File: src/design/sac_pkg.sv
// Shared constants and command codes for the set-associative cache tag directory.
package sac_pkg;

   // Default geometry
   localparam int DEF_NUM_SETS    = 16;
   localparam int DEF_WAYS        = 4;
   localparam int DEF_BLOCK_BYTES = 64;

   // Field widths
   localparam int ADDR_W    = 32;
   localparam int STAMP_W   = 32;
   localparam int RRPV_W    = 2;
   localparam int CMD_W     = 2;
   localparam int REQ_DATA_W = 40;
   localparam int RSP_DATA_W = 40;

   // Commands
   localparam logic [CMD_W-1:0] CMD_LOOKUP  = 2'd0;
   localparam logic [CMD_W-1:0] CMD_WRITE   = 2'd1;
   localparam logic [CMD_W-1:0] CMD_FILL    = 2'd2;
   localparam logic [CMD_W-1:0] CMD_REPLACE = 2'd3;

   // Replacement policies
   localparam logic POLICY_LRU   = 1'b0;
   localparam logic POLICY_SRRIP = 1'b1;

   // Re-reference prediction values
   localparam logic [RRPV_W-1:0] RRPV_MAX    = 2'd3;
   localparam logic [RRPV_W-1:0] RRPV_INSERT = RRPV_MAX - 2'd1;
   localparam logic [RRPV_W-1:0] RRPV_NEAR   = 2'd0;

endpackage

File: src/design/set_assoc_cache_lru_srrip.sv
// Tag directory of a write-back set-associative cache with LRU or SRRIP replacement.
//
//   channel  dir  handshake               payload
//   req      in   req_tvalid/req_tready   tdata: command, address
//   rsp      out  rsp_tvalid/rsp_tready   tdata: hit, way, writeback, victim_address,
//                                                line_missing
//   csr      in   csr_valid/csr_ready     csr_data: replacement_policy
//
// One set row (all ways) is read from a single RAM, updated and written back.
// An item is accepted and its row read from RAM, then the row is updated and the
// result registered. An LRU fill into a full set adds an oldest-stamp scan.
// After reset a clearing pass zeroes every row; no item is taken meanwhile. A
// stalled result holds the item in the update cycle.
module set_assoc_cache_lru_srrip
   import sac_pkg::*;
#(
   parameter int NUM_SETS    = DEF_NUM_SETS,
   parameter int WAYS        = DEF_WAYS,
   parameter int BLOCK_BYTES = DEF_BLOCK_BYTES
) (
   input  logic                  clock,
   input  logic                  reset,
   // command [1:0], address [33:2], zero [39:34]
   input  logic [REQ_DATA_W-1:0] req_tdata,
   input  logic                  req_tvalid,
   output logic                  req_tready,
   // hit [0], way [2:1], writeback [3], victim_address [35:4], line_missing [36],
   // zero [39:37]
   output logic [RSP_DATA_W-1:0] rsp_tdata,
   output logic                  rsp_tvalid,
   input  logic                  rsp_tready,
   input  logic                  csr_data,
   input  logic                  csr_valid,
   output logic                  csr_ready
);

   localparam int OFF_BITS = $clog2(BLOCK_BYTES);
   localparam int SET_BITS = $clog2(NUM_SETS);
   localparam int TAG_W    = ADDR_W - OFF_BITS - SET_BITS;
   localparam int SET_W    = (SET_BITS > 0) ? SET_BITS : 1;
   localparam int WAY_W    = (WAYS > 1) ? $clog2(WAYS) : 1;
   localparam int V_LO     = 0;
   localparam int D_LO     = WAYS;
   localparam int T_LO     = 2 * WAYS;
   localparam int S_LO     = T_LO + WAYS * TAG_W;
   localparam int R_LO     = S_LO + WAYS * STAMP_W;
   localparam int ROW_W    = R_LO + WAYS * RRPV_W;

   localparam logic [1:0] ST_CLEAR = 2'd0;
   localparam logic [1:0] ST_IDLE  = 2'd1;
   localparam logic [1:0] ST_LOOK  = 2'd2;
   localparam logic [1:0] ST_SCAN  = 2'd3;

   // Control and item registers
   logic [1:0]         state_ff, state_in;
   logic [SET_W-1:0]   clr_idx_ff, clr_idx_in;
   logic               policy_ff, policy_in;
   logic [STAMP_W-1:0] counter_ff, counter_in;
   logic [CMD_W-1:0]   cmd_ff, cmd_in;
   logic [TAG_W-1:0]   tag_ff, tag_in;
   logic [SET_W-1:0]   set_ff, set_in;
   logic [WAY_W-1:0]   scan_idx_ff, scan_idx_in;
   logic [WAY_W-1:0]   best_way_ff, best_way_in;
   logic [STAMP_W-1:0] best_stamp_ff, best_stamp_in;
   logic               rsp_valid_ff, rsp_valid_in;
   logic               rsp_hit_ff, rsp_hit_in;
   logic [1:0]         rsp_way_ff, rsp_way_in;
   logic               rsp_wb_ff, rsp_wb_in;
   logic [ADDR_W-1:0]  rsp_victim_ff, rsp_victim_in;
   logic               rsp_missing_ff, rsp_missing_in;

   // Request decode
   logic [CMD_W-1:0]  req_cmd;
   logic [ADDR_W-1:0] req_addr;
   logic [ADDR_W-1:0] req_block;
   logic [SET_W-1:0]  req_set;
   logic [TAG_W-1:0]  req_tag;
   logic              req_xfer;

   // RAM ports
   logic             ram_we;
   logic [SET_W-1:0] ram_waddr;
   logic [ROW_W-1:0] ram_wdata;
   logic [ROW_W-1:0] ram_q;

   // Row fields as read and as written back
   logic [WAYS-1:0]                 q_v, q_d, n_v, n_d;
   logic [WAYS-1:0][TAG_W-1:0]      q_tag, n_tag;
   logic [WAYS-1:0][STAMP_W-1:0]    q_stamp, n_stamp;
   logic [WAYS-1:0][RRPV_W-1:0]     q_rr, n_rr, aged_rr;

   // Way selection
   logic             hit, full, is_fill, need_scan, out_free, work_done, finish;
   logic [WAY_W-1:0] hit_way, inv_way, rr_way, scan_cand, victim_way, res_way;
   logic [RRPV_W-1:0] rr_top, rr_lift;
   logic             any3, any2, any1;
   logic             res_wb;

   assign req_cmd   = req_tdata[CMD_W-1:0];
   assign req_addr  = req_tdata[CMD_W +: ADDR_W];
   assign req_block = req_addr >> OFF_BITS;
   assign req_set   = SET_W'(req_block & ADDR_W'(NUM_SETS - 1));
   assign req_tag   = TAG_W'(req_block >> SET_BITS);

   assign req_tready = (state_ff == ST_IDLE);
   assign req_xfer   = req_tvalid && req_tready;
   assign csr_ready  = 1'b1;

   // Set directory storage: one row per set
   sac_ram #(
      .WIDTH (ROW_W),
      .DEPTH (NUM_SETS)
   ) u_dir_ram (
      .clock   (clock),
      .wr_en   (ram_we),
      .wr_addr (ram_waddr),
      .wr_data (ram_wdata),
      .rd_en   (req_xfer),
      .rd_addr (req_set),
      .rd_data (ram_q)
   );

   // Unpack the row
   assign q_v     = ram_q[V_LO +: WAYS];
   assign q_d     = ram_q[D_LO +: WAYS];
   assign q_tag   = ram_q[T_LO +: WAYS * TAG_W];
   assign q_stamp = ram_q[S_LO +: WAYS * STAMP_W];
   assign q_rr    = ram_q[R_LO +: WAYS * RRPV_W];

   // Search the set: lowest hit way, lowest free way, SRRIP aging
   always_comb begin
      hit     = 1'b0;
      hit_way = '0;
      inv_way = '0;
      rr_way  = '0;
      any3    = 1'b0;
      any2    = 1'b0;
      any1    = 1'b0;
      for (int w = WAYS - 1; w >= 0; w--) begin
         if (q_v[w] && (q_tag[w] == tag_ff)) begin
            hit     = 1'b1;
            hit_way = WAY_W'(w);
         end
         if (!q_v[w]) begin
            inv_way = WAY_W'(w);
         end
         any3 = any3 | (q_rr[w] == 2'd3);
         any2 = any2 | (q_rr[w] == 2'd2);
         any1 = any1 | (q_rr[w] == 2'd1);
      end
      full = &q_v;
      if (any3) begin
         rr_top = 2'd3;
      end else if (any2) begin
         rr_top = 2'd2;
      end else if (any1) begin
         rr_top = 2'd1;
      end else begin
         rr_top = 2'd0;
      end
      rr_lift = RRPV_MAX - rr_top;
      for (int w = WAYS - 1; w >= 0; w--) begin
         aged_rr[w] = q_rr[w] + rr_lift;
         if (aged_rr[w] == RRPV_MAX) begin
            rr_way = WAY_W'(w);
         end
      end
   end

   // One step of the oldest-stamp scan; strict compare keeps the lower way on ties
   assign scan_cand = (q_stamp[scan_idx_ff] < best_stamp_ff) ? scan_idx_ff : best_way_ff;

   assign is_fill   = (cmd_ff == CMD_FILL);
   assign need_scan = is_fill && full && (policy_ff == POLICY_LRU) && (WAYS > 1);
   assign out_free  = !rsp_valid_ff || rsp_tready;
   assign work_done = ((state_ff == ST_LOOK) && !need_scan) ||
                      ((state_ff == ST_SCAN) && (scan_idx_ff == WAY_W'(WAYS - 1)));
   assign finish    = work_done && out_free;

   // Victim for a fill
   always_comb begin
      if (!full) begin
         victim_way = inv_way;
      end else if (policy_ff == POLICY_SRRIP) begin
         victim_way = rr_way;
      end else if (state_ff == ST_SCAN) begin
         victim_way = scan_cand;
      end else begin
         victim_way = '0;
      end
   end

   // Build the updated row
   always_comb begin
      n_v     = q_v;
      n_d     = q_d;
      n_tag   = q_tag;
      n_stamp = q_stamp;
      n_rr    = (is_fill && full && (policy_ff == POLICY_SRRIP)) ? aged_rr : q_rr;
      if (is_fill) begin
         n_v[victim_way]   = 1'b1;
         n_d[victim_way]   = 1'b0;
         n_tag[victim_way] = tag_ff;
         if (policy_ff == POLICY_SRRIP) begin
            n_rr[victim_way] = RRPV_INSERT;
         end else begin
            n_stamp[victim_way] = counter_ff;
         end
      end else if (hit) begin
         if (policy_ff == POLICY_SRRIP) begin
            n_rr[hit_way] = RRPV_NEAR;
         end else begin
            n_stamp[hit_way] = counter_ff;
         end
         if ((cmd_ff == CMD_WRITE) || (cmd_ff == CMD_REPLACE)) begin
            n_d[hit_way] = 1'b1;
         end
      end
   end

   assign res_way = is_fill ? victim_way : (hit ? hit_way : '0);
   assign res_wb  = is_fill && full && q_d[victim_way];

   // Write back the row, or zero it during the clearing pass
   assign ram_we    = (state_ff == ST_CLEAR) || finish;
   assign ram_waddr = (state_ff == ST_CLEAR) ? clr_idx_ff : set_ff;
   assign ram_wdata = (state_ff == ST_CLEAR) ? '0 : {n_rr, n_stamp, n_tag, n_d, n_v};

   // Next-state logic
   always_comb begin
      state_in      = state_ff;
      clr_idx_in    = clr_idx_ff;
      policy_in     = policy_ff;
      counter_in    = counter_ff;
      cmd_in        = cmd_ff;
      tag_in        = tag_ff;
      set_in        = set_ff;
      scan_idx_in   = scan_idx_ff;
      best_way_in   = best_way_ff;
      best_stamp_in = best_stamp_ff;

      if (csr_valid && csr_ready) begin
         policy_in = csr_data;
      end

      unique case (state_ff)
         ST_CLEAR: begin
            clr_idx_in = clr_idx_ff + SET_W'(1);
            if (clr_idx_ff == SET_W'(NUM_SETS - 1)) begin
               state_in = ST_IDLE;
            end
         end
         ST_IDLE: begin
            if (req_xfer) begin
               state_in   = ST_LOOK;
               counter_in = counter_ff + STAMP_W'(1);
               cmd_in     = req_cmd;
               tag_in     = req_tag;
               set_in     = req_set;
            end
         end
         ST_LOOK: begin
            if (need_scan) begin
               state_in      = ST_SCAN;
               scan_idx_in   = WAY_W'(1);
               best_way_in   = '0;
               best_stamp_in = q_stamp[0];
            end else if (finish) begin
               state_in = ST_IDLE;
            end
         end
         ST_SCAN: begin
            best_way_in   = scan_cand;
            best_stamp_in = q_stamp[scan_cand];
            if (scan_idx_ff != WAY_W'(WAYS - 1)) begin
               scan_idx_in = scan_idx_ff + WAY_W'(1);
            end
            if (finish) begin
               state_in = ST_IDLE;
            end
         end
         default: begin
            state_in = ST_CLEAR;
         end
      endcase
   end

   // Result register: load on finish, drop on transfer
   always_comb begin
      rsp_valid_in   = rsp_valid_ff;
      rsp_hit_in     = rsp_hit_ff;
      rsp_way_in     = rsp_way_ff;
      rsp_wb_in      = rsp_wb_ff;
      rsp_victim_in  = rsp_victim_ff;
      rsp_missing_in = rsp_missing_ff;
      if (finish) begin
         rsp_valid_in   = 1'b1;
         rsp_hit_in     = hit;
         rsp_way_in     = 2'(res_way);
         rsp_wb_in      = res_wb;
         rsp_victim_in  = res_wb ? ((ADDR_W'(q_tag[victim_way]) << (OFF_BITS + SET_BITS)) |
                                    (ADDR_W'(set_ff) << OFF_BITS)) : '0;
         rsp_missing_in = (cmd_ff == CMD_REPLACE) && !hit;
      end else if (rsp_tready) begin
         rsp_valid_in = 1'b0;
      end
   end

   // Control registers
   always_ff @(posedge clock) begin
      if (reset) begin
         state_ff     <= ST_CLEAR;
         clr_idx_ff   <= '0;
         policy_ff    <= POLICY_LRU;
         counter_ff   <= '0;
         rsp_valid_ff <= 1'b0;
      end else begin
         state_ff     <= state_in;
         clr_idx_ff   <= clr_idx_in;
         policy_ff    <= policy_in;
         counter_ff   <= counter_in;
         rsp_valid_ff <= rsp_valid_in;
      end
   end

   // Payload registers
   always_ff @(posedge clock) begin
      cmd_ff         <= cmd_in;
      tag_ff         <= tag_in;
      set_ff         <= set_in;
      scan_idx_ff    <= scan_idx_in;
      best_way_ff    <= best_way_in;
      best_stamp_ff  <= best_stamp_in;
      rsp_hit_ff     <= rsp_hit_in;
      rsp_way_ff     <= rsp_way_in;
      rsp_wb_ff      <= rsp_wb_in;
      rsp_victim_ff  <= rsp_victim_in;
      rsp_missing_ff <= rsp_missing_in;
   end

   assign rsp_tvalid = rsp_valid_ff;
   assign rsp_tdata  = {3'b000, rsp_missing_ff, rsp_victim_ff, rsp_wb_ff, rsp_way_ff, rsp_hit_ff};

`ifndef SYNTH
   // An accepted item moves on to the row update
   a_accept_to_look: assert property (@(posedge clock) disable iff (reset)
      req_xfer |=> (state_ff == ST_LOOK))
      else $error("accepted item did not advance to row update");

   // The RAM is written only by the clearing pass or a finishing item
   a_write_source: assert property (@(posedge clock) disable iff (reset)
      ram_we |-> ((state_ff == ST_CLEAR) || (state_ff == ST_LOOK) || (state_ff == ST_SCAN)))
      else $error("directory written outside clear or update");

   // A new result appears only after an update cycle
   a_result_source: assert property (@(posedge clock) disable iff (reset)
      (rsp_valid_in && !rsp_valid_ff) |-> ((state_ff == ST_LOOK) || (state_ff == ST_SCAN)))
      else $error("result raised outside update");

   // A missing line is never a hit
   a_missing_not_hit: assert property (@(posedge clock) disable iff (reset)
      (rsp_valid_ff && rsp_missing_ff) |-> !rsp_hit_ff)
      else $error("line_missing reported together with hit");

   // A victim address is given only with a writeback
   a_victim_zero: assert property (@(posedge clock) disable iff (reset)
      (rsp_valid_ff && !rsp_wb_ff) |-> (rsp_victim_ff == '0))
      else $error("victim address without writeback");
`endif

endmodule

File: src/design/sac_ram.sv
// Generic single-write, single-read synchronous RAM with registered read data.
module sac_ram #(
   parameter int WIDTH = 8,
   parameter int DEPTH = 16
) (
   input  logic                                  clock,
   input  logic                                  wr_en,
   input  logic [((DEPTH > 1) ? $clog2(DEPTH) : 1)-1:0] wr_addr,
   input  logic [WIDTH-1:0]                      wr_data,
   input  logic                                  rd_en,
   input  logic [((DEPTH > 1) ? $clog2(DEPTH) : 1)-1:0] rd_addr,
   output logic [WIDTH-1:0]                      rd_data
);

   logic [WIDTH-1:0] mem [DEPTH];
   logic [WIDTH-1:0] rd_data_ff;

   // Write port
   always_ff @(posedge clock) begin
      if (wr_en) begin
         mem[wr_addr] <= wr_data;
      end
   end

   // Read port: hold the last word while no read is issued
   always_ff @(posedge clock) begin
      if (rd_en) begin
         rd_data_ff <= mem[rd_addr];
      end
   end

   assign rd_data = rd_data_ff;

endmodule

File: config.mk
export PLATFORM = sky130hd
export DESIGN_NAME = set_assoc_cache_lru_srrip
export DESIGN_NICKNAME = d
export VERILOG_FILES = /design/src/design/sac_pkg.sv /design/src/design/set_assoc_cache_lru_srrip.sv /design/src/design/sac_ram.sv
export SDC_FILE = /design/constraint.sdc
export NUM_CORES = 2
export LEC_CHECK = 0
export BUFFER_PORTS_ARGS = -buffer_cell sky130_fd_sc_hd__buf_2
export CORE_MARGIN = 2
export CORE_UTILIZATION = 57
export DETAILED_ROUTE_END_ITERATION = 10
export GPL_TIMING_DRIVEN = 1
export PLACE_DENSITY = 0.73
export SYNTH_ARGS = -nofsm -noshare
export SYNTH_HDL_FRONTEND = slang
export SYNTH_SLANG_ARGS = --single-unit
File: constraint.sdc
create_clock -name clock -period 33.7 [get_ports clock]
set_input_delay 5.055 -clock clock [delete_from_list [all_inputs] [get_ports clock]]
set_output_delay 5.055 -clock clock [all_outputs]
set_load 0.01 [all_outputs]
==> run metrics <==
outcome completed; die footprint 284000 um2; first-pass GRT wire length 561 mm; Die Wd 533 um; layout cells sized above 1 27.0%; Lkg Pwr 57.1 nW; H-tree depth 5; FF+latch count, synth 4079; crit-path max FO 105; Synth Instances 7128; Top-Level Pins 89; Post-Syn Area 160000 um2; startpoint types input port; Worst R2R Path Depth 13; FF-to-FF setup slack 25.21 ns; total detailed-routing wirelength 390 mm; Peak VDD IR 56.4 uV; CTS Buf Count 388; vias in the first global route 79000; Worst Hold Class flop to flop; largest net degree at the start of global routing 141; cts hold-fix bufs 0; max_cap viols 0; Final Hold Vio Count 0; post-layout net count 7403; Starting Density 57.2%; Worst Path Arrival 11.17 ns; placed insts 10700; cts repair resizes 0; critical path endpoint category flop; CTS root buffer clkbuf_16; placed instance area 165000 um2; Hold Startpoint rsp_tvalid$_SDFFE_PP0P_; area added between synthesis and finish 11.4%; initial antenna violation count 8; gr ovfl total 0; Worst-Margin Slew 1.32 ns; most common cell in the netlist edfxtp_1; CTS tree built; Die Y-Extent 533 um; WS Path Type input port to flop; # Post-CTS Setup Buffers 0; R2R Path Start scan_idx_ff[0]$_SDFFCE_PN1P_; CP required 34.33 ns; Synth area leaders edfxtp_1 (76%), mux4_2 (17%), mux2i_1 (1.4%); clock sinks 4079; area of the core region 279000 um2; row count 194; WHS Path Cells 2; DR DRC count 0; leading area contributor after synthesis edfxtp_1; Reg clk slew, reported paths 0.06 ns; final std cells w/o fill 11400; remaining antenna violation count 0; most used flip-flop cell after synthesis edfxtp_1; reg2reg end u_dir_ram.mem[15][196]$_DFFE_PP_; I/O Buffers 66; worst hold endpoint rsp_tvalid$_SDFFE_PP0P_; post-synth cell types 74; clock buffer depth 4; post-synthesis sequential area ratio 76.4%; most frequent cells after synthesis edfxtp_1 (4039), mux4_2 (1172), clkbuf_1 (268), nand2_1 (240), mux2i_1 (228); Power per Cell Area 59.8 nW/um2; Synth top area share 75.9%; RSZ-0062 raised after global routing no; Fin Setup TNS 0 ns; final instance area 178000 um2; Final Critical Period 10.54 ns; Rel. slew slack 9.44%; clk_skew 0.0561 ns; Fmax 94.9 MHz; number of synthesized flops with an enable pin 4039; Final Max Slew Viols 0; vias 78000; later-pin clock latency in the skew report 0.92 ns; fin crit share 31.3%; hold_ws 0.494 ns; Placer Congestion 0.883; Detailed Place HPWL 187 mm; fraction of registers with async set/reset 0%; Via-to-Cell Ratio 6.86; number of DRC markers in iteration 0 11300; Post-Syn Area per Cell 22.4 um2; drt wl/cell 34.3 um; Final setup viols 0; GRT Overall Usage 27.4%; Yosys warning total 0; Pre-Repair DR Iteration Count 5
==> logic make-up (layout without fill, tap and decap cells) <==
group / Yosys count / in the layout / synth area share (%)
other: 2 / 12 / 0.00470
XOR/XNOR: 121 / 121 / 0.664
AO/OA/AOI/OAI: 402 / 402 / 1.61
multiplexers: 1401 / 1401 / 18.0
flip-flops: 4079 / 4079 / 76.4
AND/OR/NAND/NOR: 601 / 601 / 1.78
adder cells (fa/ha/maj): 38 / 38 / 0.298
buffers and inverters: 484 / 994 / 1.24
==> critical path, cell delays in order <==
cell and delay, ns:
buf_12 0.58, buf_4 0.85, buf_4 0.80, buf_4 0.85
buf_4 0.82, buf_4 0.78, mux4_2 0.62, mux4_2 0.50
==> placed cells by master, fill, tap and decap left out, drive strengths merged, types with 4 or more instances in the layout <==
| master | n |
|---|---|
| nand2 | 241 |
| mux2i | 229 |
| o31ai | 4 |
| edfxtp | 4039 |
| and2 | 9 |
| nand3 | 117 |
| o211ai | 12 |
| or3 | 7 |
| o22ai | 26 |
| a22oi | 4 |
| clkinv | 165 |
| or3b | 6 |
| o21a | 5 |
| clkbuf | 457 |
| a31oi | 14 |
| nor3 | 30 |
| xnor2 | 45 |
| o221a | 32 |
| bufinv | 63 |
| inv | 62 |
| mux4 | 1172 |
| clkinvlp | 24 |
| conb | 10 |
| nor2 | 85 |
| buf | 223 |
| and4 | 4 |
| nor4 | 29 |
| and3 | 11 |
| nor2b | 27 |
| a21oi | 140 |
| dfxtp | 40 |
| ha | 38 |
| xor2 | 76 |
| a21boi | 5 |
| o21ai | 108 |
| a211oi | 26 |
| nand4 | 23 |
==> worst max-delay path by stage <==
stage | start | to
after floorplan | rsp_tready | u_dir_ram.mem[10][0]$_DFFE_PP_
after detailed placement | req_tdata[8] | u_dir_ram.rd_data[121]$_DFFE_PP_
after global placement | req_tdata[8] | u_dir_ram.rd_data[102]$_DFFE_PP_
after CTS | req_tdata[8] | u_dir_ram.rd_data[192]$_DFFE_PP_
final | req_tdata[8] | u_dir_ram.rd_data[192]$_DFFE_PP_
after global routing | req_tdata[8] | u_dir_ram.rd_data[192]$_DFFE_PP_
==> state kept, by name (all words and copies together), names as in the netlist, 4 cells and up <==
register	count
rsp_victim_ff	26
clr_idx_ff	4
set_ff	4
u_dir_ram.rd_data	232
tag_ff	22
best_stamp_ff	32
counter_ff	32
u_dir_ram.mem	3712
==> power breakdown <==
part	total (mW)	internal, mW	switching, mW	leakage (nW)
Combinational	0.442	0.196	0.246	12.5
Clock	4.53	2.67	1.87	6.45
Sequential	5.67	5.65	0.0283	38.1
==> per-layer routing <==
| metal | vias up | GRT usage (%) | wire [um] |
|---|---|---|---|
| li1 | 30500 | - | - |
| met1 | 41700 | 39.0 | 146000 |
| met2 | 4935 | 44.1 | 193000 |
| met3 | 782 | 4.04 | 37200 |
| met4 | 10 | 9.44 | 14100 |
| met5 | - | 0 | 81 |
==> metrics by stage <==
stage | total power [mW] | worst slack [ns] | utilization (%)
finish | 10.7 | 23.16 | 63.7
global route | 10.9 | 22.47 | 63.7
CTS | 10.7 | 22.91 | 63.7
detailed placement | 6.22 | 21.98 | 59.0
global placement | 6.21 | 22.02 | 59.0
floorplan | 6.12 | 16.18 | -
==> cell type report <==
| type | count | area [um2] |
|---|---|---|
| sequential | 4079 | 122000 |
| clock buffer | 457 | 10300 |
| fill | 17800 | 101000 |
| inverter | 54 | 203 |
| timing repair buffer | 223 | 1790 |
| antenna | 2 | 5.00 |
| multi-input combinational | 2573 | 35900 |
| tap | 3724 | 4660 |
| clock inverter | 260 | 2990 |
(Power assumes the default switching activity.)
